===== src/hw/rtl/dad_pkg.sv =====
`default_nettype none

package dad_pkg;

   localparam logic [13:0] YEAR_MAX    = 14'd9999;
   localparam logic [12:0] DIV100_MUL  = 13'd5243;
   localparam int          DIV100_SHIFT = 19;
   localparam logic [6:0]  CENTURY     = 7'd100;
   localparam logic [6:0]  CENTURY_END = 7'd99;
   localparam logic [8:0]  LEAP_DAYS   = 9'd366;
   localparam logic [8:0]  COMMON_DAYS = 9'd365;
   localparam logic [3:0]  MONTH_FIRST = 4'd1;
   localparam logic [3:0]  MONTH_LAST  = 4'd12;
   localparam logic [4:0]  DAY_FIRST   = 5'd1;
   localparam logic [4:0]  DAY_LAST    = 5'd31;

   localparam logic [1:0]  ST_OK  = 2'd0;
   localparam logic [1:0]  ST_BAD = 2'd1;
   localparam logic [1:0]  ST_OVF = 2'd2;

   typedef struct packed {
      logic [13:0] start_year;
      logic [3:0]  start_month;
      logic [4:0]  start_day;
      logic [15:0] days_to_add;
   } req_type;

   typedef struct packed {
      logic [13:0] result_year;
      logic [3:0]  result_month;
      logic [4:0]  result_day;
      logic [1:0]  status;
   } rsp_type;

   typedef enum logic [2:0] {
      OP_NOP,
      OP_DIV,
      OP_REM,
      OP_YEAR,
      OP_MONTH,
      OP_SAT,
      OP_BAD,
      OP_DONE
   } op_type;

   typedef enum logic [2:0] {
      C_NEVER,
      C_ALWAYS,
      C_BAD,
      C_ZERO,
      C_YEAR_FITS,
      C_NO_OVF
   } cond_type;

   typedef struct packed {
      op_type     op;
      cond_type   cond;
      logic [3:0] target;
   } uword_type;

   localparam logic [3:0] PC_DIV    = 4'd0;
   localparam logic [3:0] PC_REM    = 4'd1;
   localparam logic [3:0] PC_CHECK  = 4'd2;
   localparam logic [3:0] PC_LOOP   = 4'd3;
   localparam logic [3:0] PC_PICK   = 4'd4;
   localparam logic [3:0] PC_MONTH  = 4'd5;
   localparam logic [3:0] PC_YEAR   = 4'd6;
   localparam logic [3:0] PC_OVF    = 4'd7;
   localparam logic [3:0] PC_SAT    = 4'd8;
   localparam logic [3:0] PC_BAD    = 4'd9;
   localparam logic [3:0] PC_DONE   = 4'd10;

   function automatic uword_type microcode(input logic [3:0] pc);
      uword_type w;
      unique case (pc)
         PC_DIV:   w = '{op: OP_DIV,   cond: C_NEVER,     target: PC_DIV};
         PC_REM:   w = '{op: OP_REM,   cond: C_NEVER,     target: PC_DIV};
         PC_CHECK: w = '{op: OP_NOP,   cond: C_BAD,       target: PC_BAD};
         PC_LOOP:  w = '{op: OP_NOP,   cond: C_ZERO,      target: PC_DONE};
         PC_PICK:  w = '{op: OP_NOP,   cond: C_YEAR_FITS, target: PC_YEAR};
         PC_MONTH: w = '{op: OP_MONTH, cond: C_ALWAYS,    target: PC_OVF};
         PC_YEAR:  w = '{op: OP_YEAR,  cond: C_NEVER,     target: PC_DIV};
         PC_OVF:   w = '{op: OP_NOP,   cond: C_NO_OVF,    target: PC_LOOP};
         PC_SAT:   w = '{op: OP_SAT,   cond: C_ALWAYS,    target: PC_DONE};
         PC_BAD:   w = '{op: OP_BAD,   cond: C_NEVER,     target: PC_DIV};
         PC_DONE:  w = '{op: OP_DONE,  cond: C_NEVER,     target: PC_DIV};
         default:  w = '{op: OP_DONE,  cond: C_NEVER,     target: PC_DIV};
      endcase
      return w;
   endfunction

   function automatic logic [4:0] month_len(input logic [3:0] m, input logic leap);
      logic [4:0] len;
      unique case (m)
         4'd1, 4'd3, 4'd5, 4'd7, 4'd8, 4'd10, 4'd12: len = 5'd31;
         4'd4, 4'd6, 4'd9, 4'd11:                   len = 5'd30;
         4'd2:                                      len = leap ? 5'd29 : 5'd28;
         default:                                   len = 5'd0;
      endcase
      return len;
   endfunction

endpackage

`default_nettype wire


===== src/hw/rtl/date_add_days.sv =====
// gregorian date plus a day count
// request: a date (year, month, day) and a day count on req_data, taken at a
// rising edge with start high and busy low; busy then stays high until the
// result is out
// response: one result per request on rsp_data, shown for exactly one cycle
// with rsp_valid high; status 0 ok, 1 invalid date (date fields zero),
// 2 year overflow (date held at 9999-12-31); the receiver cannot stall
// a microcoded sequencer walks the calendar, skipping whole years from
// january 1 and single months otherwise; each skip is one pass of a
// four-step loop
// the next request is taken in the cycle after rsp_valid, or already while
// rsp_valid is high
// DAY_COUNT_BITS sets how many low bits of days_to_add are used
// reset: synchronous, active high; clears the sequencer and the response
// strobe, no request in flight survives it
`default_nettype none

module date_add_days #(
   parameter int DAY_COUNT_BITS = 16
) (
   input  wire logic            clock,
   input  wire logic            reset,
   input  wire logic            start,
   input  wire dad_pkg::req_type req_data,
   output logic                 busy,
   output logic                 rsp_valid,
   output dad_pkg::rsp_type     rsp_data
);

   localparam int CMP_W = DAY_COUNT_BITS + 9;
   localparam int PROD_W = 27;

   logic                      running_ff, running_in;
   logic [3:0]                pc_ff, pc_in;
   logic [13:0]               y_ff, y_in;
   logic [3:0]                m_ff, m_in;
   logic [4:0]                d_ff, d_in;
   logic [DAY_COUNT_BITS-1:0] n_ff, n_in;
   logic [7:0]                q_ff, q_in;
   logic [6:0]                r_ff, r_in;
   logic                      ovf_ff, ovf_in;
   logic [1:0]                st_ff, st_in;
   logic                      rsp_valid_ff, rsp_valid_in;
   dad_pkg::rsp_type          rsp_ff, rsp_in;

   dad_pkg::uword_type        uw;
   logic                      accept;
   logic                      leap;
   logic [4:0]                mlen;
   logic [8:0]                ylen;
   logic [4:0]                left;
   logic                      bad;
   logic                      year_fits;
   logic                      fits_month;
   logic                      jump;
   logic [PROD_W-1:0]         prod;
   logic [14:0]               r_calc;
   logic [CMP_W-1:0]          n_ext;
   logic [DAY_COUNT_BITS+15:0] n_wide;

   assign accept = start && !running_ff;
   assign uw     = dad_pkg::microcode(pc_ff);
   assign leap   = (r_ff == '0) ? (q_ff[1:0] == 2'd0) : (y_ff[1:0] == 2'd0);
   assign mlen   = dad_pkg::month_len(m_ff, leap);
   assign ylen   = leap ? dad_pkg::LEAP_DAYS : dad_pkg::COMMON_DAYS;
   assign left   = mlen - d_ff;
   assign n_ext  = CMP_W'(n_ff);
   assign n_wide = {{DAY_COUNT_BITS{1'b0}}, req_data.days_to_add};
   assign prod   = PROD_W'(y_ff) * PROD_W'(dad_pkg::DIV100_MUL);
   assign r_calc = 15'(y_ff) - 15'(q_ff) * 15'(dad_pkg::CENTURY);

   assign bad = (y_ff > dad_pkg::YEAR_MAX) || (m_ff < dad_pkg::MONTH_FIRST) ||
                (m_ff > dad_pkg::MONTH_LAST) || (d_ff == '0) || (d_ff > mlen);
   assign year_fits = (m_ff == dad_pkg::MONTH_FIRST) && (d_ff == dad_pkg::DAY_FIRST) &&
                      (n_ext >= CMP_W'(ylen));
   assign fits_month = n_ext <= CMP_W'(left);

   always_comb begin
      unique case (uw.cond)
         dad_pkg::C_NEVER:     jump = 1'b0;
         dad_pkg::C_ALWAYS:    jump = 1'b1;
         dad_pkg::C_BAD:       jump = bad;
         dad_pkg::C_ZERO:      jump = (n_ff == '0);
         dad_pkg::C_YEAR_FITS: jump = year_fits;
         dad_pkg::C_NO_OVF:    jump = !ovf_ff;
         default:              jump = 1'b0;
      endcase
   end

   always_comb begin
      running_in   = running_ff;
      pc_in        = pc_ff;
      y_in         = y_ff;
      m_in         = m_ff;
      d_in         = d_ff;
      n_in         = n_ff;
      q_in         = q_ff;
      r_in         = r_ff;
      ovf_in       = ovf_ff;
      st_in        = st_ff;
      rsp_valid_in = 1'b0;
      rsp_in       = rsp_ff;
      if (accept) begin
         running_in = 1'b1;
         pc_in      = dad_pkg::PC_DIV;
         y_in       = req_data.start_year;
         m_in       = req_data.start_month;
         d_in       = req_data.start_day;
         n_in       = n_wide[DAY_COUNT_BITS-1:0];
         ovf_in     = 1'b0;
         st_in      = dad_pkg::ST_OK;
      end else if (running_ff) begin
         pc_in = jump ? uw.target : pc_ff + 4'd1;
         case (uw.op)
            dad_pkg::OP_DIV: begin
               q_in = prod[dad_pkg::DIV100_SHIFT +: 8];
            end
            dad_pkg::OP_REM: begin
               r_in = r_calc[6:0];
            end
            dad_pkg::OP_YEAR: begin
               n_in = DAY_COUNT_BITS'(n_ext - CMP_W'(ylen));
               if (y_ff == dad_pkg::YEAR_MAX) begin
                  ovf_in = 1'b1;
               end else begin
                  y_in = y_ff + 14'd1;
                  if (r_ff == dad_pkg::CENTURY_END) begin
                     r_in = '0;
                     q_in = q_ff + 8'd1;
                  end else begin
                     r_in = r_ff + 7'd1;
                  end
               end
            end
            dad_pkg::OP_MONTH: begin
               if (fits_month) begin
                  d_in = d_ff + n_ff[4:0];
                  n_in = '0;
               end else begin
                  n_in = DAY_COUNT_BITS'(n_ext - CMP_W'(left) - CMP_W'(1));
                  d_in = dad_pkg::DAY_FIRST;
                  if (m_ff == dad_pkg::MONTH_LAST) begin
                     if (y_ff == dad_pkg::YEAR_MAX) begin
                        ovf_in = 1'b1;
                     end else begin
                        m_in = dad_pkg::MONTH_FIRST;
                        y_in = y_ff + 14'd1;
                        if (r_ff == dad_pkg::CENTURY_END) begin
                           r_in = '0;
                           q_in = q_ff + 8'd1;
                        end else begin
                           r_in = r_ff + 7'd1;
                        end
                     end
                  end else begin
                     m_in = m_ff + 4'd1;
                  end
               end
            end
            dad_pkg::OP_SAT: begin
               y_in  = dad_pkg::YEAR_MAX;
               m_in  = dad_pkg::MONTH_LAST;
               d_in  = dad_pkg::DAY_LAST;
               st_in = dad_pkg::ST_OVF;
            end
            dad_pkg::OP_BAD: begin
               y_in  = '0;
               m_in  = '0;
               d_in  = '0;
               st_in = dad_pkg::ST_BAD;
            end
            dad_pkg::OP_DONE: begin
               running_in   = 1'b0;
               rsp_valid_in = 1'b1;
               rsp_in       = '{result_year: y_ff, result_month: m_ff,
                                result_day: d_ff, status: st_ff};
            end
            default: begin
            end
         endcase
      end
   end

   always_ff @(posedge clock) begin
      if (reset) begin
         running_ff   <= 1'b0;
         pc_ff        <= dad_pkg::PC_DIV;
         ovf_ff       <= 1'b0;
         st_ff        <= dad_pkg::ST_OK;
         rsp_valid_ff <= 1'b0;
      end else begin
         running_ff   <= running_in;
         pc_ff        <= pc_in;
         ovf_ff       <= ovf_in;
         st_ff        <= st_in;
         rsp_valid_ff <= rsp_valid_in;
      end
   end

   always_ff @(posedge clock) begin
      y_ff   <= y_in;
      m_ff   <= m_in;
      d_ff   <= d_in;
      n_ff   <= n_in;
      q_ff   <= q_in;
      r_ff   <= r_in;
      rsp_ff <= rsp_in;
   end

   assign busy      = running_ff;
   assign rsp_valid = rsp_valid_ff;
   assign rsp_data  = rsp_ff;

`ifndef ASSERT_OFF
   a_accept_busy: assert property (@(posedge clock) disable iff (reset)
      start && !busy |=> busy)
      else $error("request accepted without going busy");

   a_rsp_ends_busy: assert property (@(posedge clock) disable iff (reset)
      rsp_valid |-> !busy && $past(busy))
      else $error("response outside of a running request");

   a_rsp_single: assert property (@(posedge clock) disable iff (reset)
      rsp_valid |=> !rsp_valid)
      else $error("response strobe held for more than one cycle");

   a_ovf_sat: assert property (@(posedge clock) disable iff (reset)
      rsp_valid && rsp_data.status == dad_pkg::ST_OVF |->
         rsp_data.result_year == dad_pkg::YEAR_MAX &&
         rsp_data.result_month == dad_pkg::MONTH_LAST &&
         rsp_data.result_day == dad_pkg::DAY_LAST)
      else $error("overflow result not saturated");

   a_bad_zero: assert property (@(posedge clock) disable iff (reset)
      rsp_valid && rsp_data.status == dad_pkg::ST_BAD |->
         rsp_data.result_year == '0 && rsp_data.result_month == '0 &&
         rsp_data.result_day == '0)
      else $error("invalid-date result not cleared");
`endif

endmodule

`default_nettype wire

===== config.mk =====
export PLATFORM = sky130hd
export DESIGN_NAME = date_add_days
export DESIGN_NICKNAME = d
export VERILOG_FILES = /design/src/hw/rtl/dad_pkg.sv /design/src/hw/rtl/date_add_days.sv
export SDC_FILE = /design/constraint.sdc
export NUM_CORES = 1
export LEC_CHECK = 0
export BUFFER_PORTS_ARGS = -buffer_cell sky130_fd_sc_hd__clkbuf_2
export CAP_MARGIN = 20
export CORE_AREA = 4 4 113 142
export CTS_CLUSTER_DIAMETER = 200
export DETAILED_ROUTE_END_ITERATION = 10
export DIE_AREA = 0 0 117 146
export GPL_ROUTABILITY_DRIVEN = 0
export PLACE_DENSITY = 0.84
export SETUP_SLACK_MARGIN = 0.1
export SYNTH_ARGS = -nofsm -noshare
export SYNTH_HDL_FRONTEND = slang
export SYNTH_SLANG_ARGS = --single-unit

===== constraint.sdc =====
create_clock -name clock -period 8.1 [get_ports clock]
set_input_delay 0.81 -clock clock [delete_from_list [all_inputs] [get_ports clock]]
set_output_delay 0.81 -clock clock [all_outputs]
set_load 0.02 [all_outputs]

==> flow_metrics.tcl, run 1 <==
set metrics [dict create \
    run_status "finished clean" \
    io-pin-count 69 \
    cts_hold_buf 0 \
    wl_met2_mm 11.7 \
    swShare_pct 44.0 \
    fmax_mhz 183 \
    cp.arrival_ns 5.54 \
    worst-setup-path-type "flip-flop to flip-flop" \
    ctsResizeCount 0 \
    crit_path_start_kind "flip-flop" \
    fin_util_pct 69.0 \
    synth_nets 1207 \
    grt_pass1_vias 7524 \
    netlist_instances 960 \
    p_comb_share_pct 61.9 \
    synthTopCellsByArea "edfxtp_1, ha_1, fa_1" \
    grt_setup_unrepaired "no" \
    power_density_mw_per_mm2 294 \
    die_area_sq_mm 0.0171 \
    num_rows 50 \
    drt_iter0_drc 450 \
    hp-class "flip-flop to flip-flop" \
    clkPwrFrac_pct 15.1 \
    ys_ff_latch 95 \
    fp.dieW_microns 117 \
    p_switching_mw 1.32 \
    async_flop_share_pct 0 \
    routed.top_layer "met4" \
    port_buffers 68 \
    antenna_cells 0 \
    routed-wl-met3_microns 995 \
    synth.distinct_cells 80 \
    grt_max_degree 34 \
    fp.coreArea_sq_mm 0.0148 \
    clock_path_buffers 2 \
    fin_area_sq_mm 0.0102 \
    nets 1269 \
    slew_viol_final 0 \
    report.final.hold_viol_count 0 \
    clk-insertion-delay-late_ns 0.35 \
    vias 7132 \
    tightestPinTransition_ns 1.11 \
    synth_edf_count 76 \
    first_pass_iters 8 \
    overflow 0 \
    post_cts_buffers 0 \
    post-synth-top-count-cell "inv_1" \
    cts_root_buf "clkbuf_16" \
    syn_avg_cell_area_sq_um 9.79 \
    ys.warnings.count 0 \
    setup_viol 0 \
    grt_pass1_wl_mm 36.4 \
    routedWlPerCell_microns 18.2 \
    final_layout_size_suffix_gt1_share_pct 11.8 \
    initial_core_util_pct 63.6 \
    htreeDepth 3 \
    yosysSeqAreaShare_pct 28.3 \
    numCtsBuffers 9 \
    min_period_ns 5.46 \
    routed_wl_mm 22.0 \
    tns_ns 0 \
    p_leak_nw 4.74 \
    fin_ws_ns 2.64 \
    post-route-period-util_pct 67.5 \
    grt_usage_pct 27.1 \
    wl_met1_mm 8.04 \
    seqPwrFrac_pct 22.9 \
    peakVddDrop_v 0.000160 \
    antenna_found_initial 0 \
    synthTopCellsByCount "inv_1, ha_1, edfxtp_1" \
    die_y_microns 146 \
    pre_cts_ws_ns 2.70 \
    clkTransAtPathRegs_ns 0.07 \
    hpwl_mm 17.7 \
    ys.flop_type "edfxtp_1" \
    internal-power_mw 1.68 \
    end_kind "flip-flop" \
    drc 0 \
    area_delta_synth_final_pct 8.43 \
    synth_top_area_share_pct 24.3 \
    critPathRequiredTime_ns 8.17 \
    netlist_area_sq_mm 0.00939 \
    max-cap-violations 0 \
    fin_worst_skew_ns 0.0103 \
    place_area_sq_mm 0.00987 \
    maxSlewHeadroom_pct 25.4 \
    post_drt_via_cell_ratio 5.90 \
    clock_sinks 95 \
    ff2ff_setup_slack_ns 2.64 \
    cp_max_fo 10 \
    detail-route-antenna-nets 0 \
    synth_area_leader_cell "edfxtp_1" \
    cts_tree "built" \
]
==> layer usage <==
layer | global-route usage, % | vias up
met5 | 0 | -
met4 | 14.1 | 0
met3 | 4.03 | 87
met2 | 47.7 | 247
met1 | 31.1 | 3395
li1 | - | 3403
==> per-stage QoR <==
stage	hold slack, ns	power (mW)	std cells
floorplan	0.421	2.06	960
global placement	0.432	2.42	1193
detailed placement	0.446	2.55	1193
CTS	0.447	3.01	1209
global route	0.468	3.35	1209
finish	0.448	2.99	1209
==> critical path: stages (launching register included) <==
cell       delay (ns)
edfxtp_1         0.63
inv_1            0.22
fa_1             0.50
inv_1            0.07
ha_1             0.13
inv_1            0.06
fa_1             0.52
inv_1            0.04
ha_1             0.26
inv_1            0.06
fa_1             0.53
inv_1            0.04
ha_1             0.31
a2111oi_0        0.39
o21ai_0          0.15
o221ai_1         0.18
a21oi_1          0.13
o211ai_1         0.26
nand3_1          0.18
a31oi_1          0.26
xnor2_1          0.16
a21oi_1          0.10
==> power by group through the flow <==
stage	combinational, mW	sequential, mW	clock, mW
after floorplan	1.40	0.664	0
after global placement	1.73	0.693	0
after detailed placement	1.85	0.695	0
after CTS	1.87	0.684	0.457
after global routing	2.18	0.694	0.477
final	1.85	0.687	0.453
==> cells by family after synthesis <==
logic type | share of synthesized area (%)
multiplexers | 0.746
AND/OR/NAND/NOR | 12.4
AO/OA/AOI/OAI | 12.7
flip-flops | 28.3
buffers and inverters | 8.19
adder cells (fa/ha/maj) | 32.7
XOR/XNOR | 4.94
==> state kept, by name (all words and copies together) (netlist names), 2 cells and up <==
signal	cells
st_ff	2
n_ff	16
pc_ff	4
q_ff	5
uw	10
d_ff	5
rsp_data	25
m_ff	4
r_ff	7
y_ff	14
==> worst paths after layout <==
| check | startpoint | to | cells after the start |
|---|---|---|---|
| setup / recovery | y_ff[3]$_DFFE_PP_ | q_ff[4]$_DFFE_PP_ | 21 |
| hold / removal | st_ff[1]$_SDFFE_PP0P_ | rsp_data[1]$_DFFE_PP_ | 0 |
| setup reg to reg | y_ff[3]$_DFFE_PP_ | q_ff[4]$_DFFE_PP_ | 21 |
| hold reg to reg | st_ff[1]$_SDFFE_PP0P_ | rsp_data[1]$_DFFE_PP_ | 0 |
==> layout by cell type, fill, tap and decap left out, drive strengths merged, types with 3 or more instances in the layout <==
master and instances:
inv 172, ha 138, clkbuf 77, edfxtp 76, nand2 70, fa 67, nor2 56, a21oi 50
o21ai 50, xnor2 39, nand3 25, nor3 21, dfxtp 19, xor2 14, o21a 13, a21o 12
nor2b 11, nand4 9, o22ai 8, nor4 8, o221ai 7, a31oi 6, nand2b 5, o211ai 5
buf 5, and3 5, mux2i 4, o31ai 4, nand3b 4, clkinv 4, and4 3, or2 3
a221oi 3, a22oi 3
==> area by class of cell <==
class | count | area (sq um)
fillers | 1132 | 4580
clock buffers | 9 | 225
repair buffers | 73 | 378
flip-flops and latches | 95 | 2660
clock inverters | 7 | 87.6
inverters | 170 | 638
multi-input cells | 673 | 5970
well taps | 182 | 228
No activity file was read; power rests on OpenSTA's default activity.
==> inputs of run 2 (changes only) <==
Settings changed: CORE_AREA 4 4 113 142 to 4 4 116 145, DIE_AREA 0 0 117 146 to 0 0 120 149, PLACE_DENSITY 0.84 to 0.8.
Clock period 8.1 ns to 5.3 ns, I/O delays scaled along.
==> flow_metrics.tcl, run 2 (same netlist as run 1, synthesis figures left out) <==
set metrics [dict create \
    cts_tree "built" \
    pre_cts_ws_ns 0.268 \
    post-route-period-util_pct 92.1 \
    numCtsBuffers 9 \
    final_common_cell "inv_1" \
    fp.dieW_microns 120 \
    area_delta_synth_final_pct 12.0 \
    post_drt_via_cell_ratio 5.69 \
    critPathMaxStageDelay_ns 0.53 \
    seqPwrFrac_pct 21.7 \
    drc 0 \
    fp.coreArea_sq_mm 0.0155 \
    multi_input_area_sq_mm 0.00605 \
    grt_usage_pct 25.7 \
    routedWlPerCell_microns 17.6 \
    worstHoldStart "req_data[6]" \
    peakVddDrop_v 0.000265 \
    internal-power_mw 2.62 \
    maxSlewHeadroom_pct 36.8 \
    slew_viol_final 0 \
    die_area_sq_mm 0.0179 \
    routed_wl_mm 22.3 \
    hpwl_mm 17.5 \
    nets 1297 \
    regArea_sq_mm 0.00266 \
    p_switching_mw 2.10 \
    final_cell_mix "inv_1, ha_1, edfxtp_1, nand2_1, clkbuf_2" \
    setup_viol 0 \
    antenna_found_initial 0 \
    clkPwrFrac_pct 13.6 \
    p_comb_share_pct 64.7 \
    end_kind "flip-flop" \
    first_pass_iters 7 \
    final_layout_size_suffix_gt1_share_pct 15.3 \
    hp-class "input port to flip-flop" \
    fin_util_pct 67.8 \
    cts_root_buf "clkbuf_16" \
    grt_pass1_wl_mm 36.1 \
    fill_cells 1139 \
    worstReg2RegStart "y_ff[5]$_DFFE_PP_" \
    report.final.hold_viol_count 0 \
    tightestPinTransition_ns 0.948 \
    path_cells "ha_4 -> inv_1 -> fa_1 -> fa_1 -> inv_1 -> ha_1 -> inv_1 -> fa_1 -> inv_1 -> ha_4 -> a2111oi_4 -> o21ai_1 -> o221ai_2 -> a21oi_2 -> o211ai_1 -> nand3_1 -> a31oi_1 -> xnor2_1 -> a21oi_1" \
    worst-setup-path-type "flip-flop to flip-flop" \
    run_status "finished clean" \
    vias 7212 \
    overflow 0 \
    io-pin-count 69 \
    min_period_ns 4.88 \
    place_area_sq_mm 0.0101 \
    htreeDepth 3 \
    clock_sinks 95 \
    ff2ff_setup_slack_ns 0.42 \
    worstReg2RegEnd "q_ff[4]$_DFFE_PP_" \
    tns_ns 0 \
    detail-route-antenna-nets 0 \
    largest_register_ffs 25 \
    crit_path_start_kind "flip-flop" \
    rr_worst_depth 19 \
    clock_path_buffers 2 \
    drt_iter0_drc 469 \
    clk-insertion-delay-late_ns 0.36 \
    critPathRequiredTime_ns 5.38 \
    slowest_stage "fa_1" \
    fin_worst_skew_ns 0.00956 \
    cp_max_fo 3 \
    crit_top_cell "inv_1" \
    clkTransAtPathRegs_ns 0.07 \
    max-cap-violations 0 \
    initial_core_util_pct 60.6 \
    port_buffers 68 \
    fmax_mhz 205 \
    antenna_cells 0 \
    holdPathStages 3 \
    die_y_microns 149 \
    grt_setup_unrepaired "no" \
    num_rows 51 \
    power_density_mw_per_mm2 449 \
    min_to "n_ff[6]$_DFFE_PP_" \
    grt_pass1_vias 7464 \
    p_leak_nw 4.87 \
    fin_ws_ns 0.421 \
    swShare_pct 44.5 \
    cp.arrival_ns 4.96 \
    fin_area_sq_mm 0.0105 \
    grt_max_degree 27 \
]
run 2: cell count changes in the layout (fill, tap and decap cells not counted), moves of 2 or more:
cell and delta:
a21oi_2 +2, buf_8 +2, inv_1 -3, ha_1 -4
a21oi_1 -2, inv_2 +3, buf_4 +25, ha_4 +4
run 2: per-stage QoR:
step | hold WS, ns | cells | power, mW
after global placement | 0.430 | 1242 | 3.73
after floorplan | 0.421 | 960 | 3.15
final | 0.440 | 1267 | 4.72
after CTS | 0.434 | 1258 | 4.55
after global routing | 0.449 | 1267 | 5.25
after detailed placement | 0.452 | 1242 | 3.89
run 2: how the worst max path moves through the flow:
stage                            startpoint                end  slack, ns  cells after the start
after floorplan           y_ff[5]$_DFFE_PP_  q_ff[4]$_DFFE_PP_       0.42                     19
after global placement    y_ff[4]$_DFFE_PP_  q_ff[2]$_DFFE_PP_       0.41                     19
after detailed placement  y_ff[4]$_DFFE_PP_  q_ff[4]$_DFFE_PP_       0.27                     19
after CTS                 y_ff[4]$_DFFE_PP_  q_ff[4]$_DFFE_PP_       0.25                     19
after global routing      y_ff[5]$_DFFE_PP_  q_ff[2]$_DFFE_PP_       0.06                     19
final                     y_ff[5]$_DFFE_PP_  q_ff[4]$_DFFE_PP_       0.42                     19
run 2: per-layer routing:
layer | up-vias | GRT usage [%] | wire, microns
li1 | 3461 | - | -
met1 | 3461 | 29.8 | 8580
met2 | 213 | 46.3 | 11700
met3 | 77 | 3.34 | 876
met4 | 0 | 13.0 | 1130
met5 | - | 0 | 0
run 2: power by group through the flow:
| stage | registers, mW | logic, mW | clock network (mW) |
|---|---|---|---|
| final | 1.02 | 3.05 | 0.643 |
| after global routing | 1.03 | 3.54 | 0.679 |
| after CTS | 1.02 | 2.89 | 0.652 |
| after detailed placement | 1.03 | 2.85 | 0 |
| after global placement | 1.03 | 2.70 | 0 |
| after floorplan | 1.01 | 2.14 | 0 |
run 2: worst max-delay path: cells and delay by family, from the launching register on:
family | cells | cell delay, ns
AND/OR/NAND/NOR | 1 | 0.14
adder cells (fa/ha/maj) | 6 | 2.35
XOR/XNOR | 1 | 0.14
AO/OA/AOI/OAI | 7 | 1.26
flip-flops | 1 | 0.47
buffers and inverters | 4 | 0.22
run 2: cell type report:
class / instances / share of cell area (%)
clock buffers: 9 / 2.14
clock inverters: 7 / 0.642
flip-flops and latches: 95 / 25.3
well taps: 212 / 2.52
inverters: 170 / 6.07
multi-input cells: 673 / 57.5
repair buffers: 101 / 5.77
run 2: what timing repair did:
item	CTS	global route
setup buffers	0	8
endpoints found under the setup margin	0	9
hold buffers	0	0
gates resized for setup	0	18
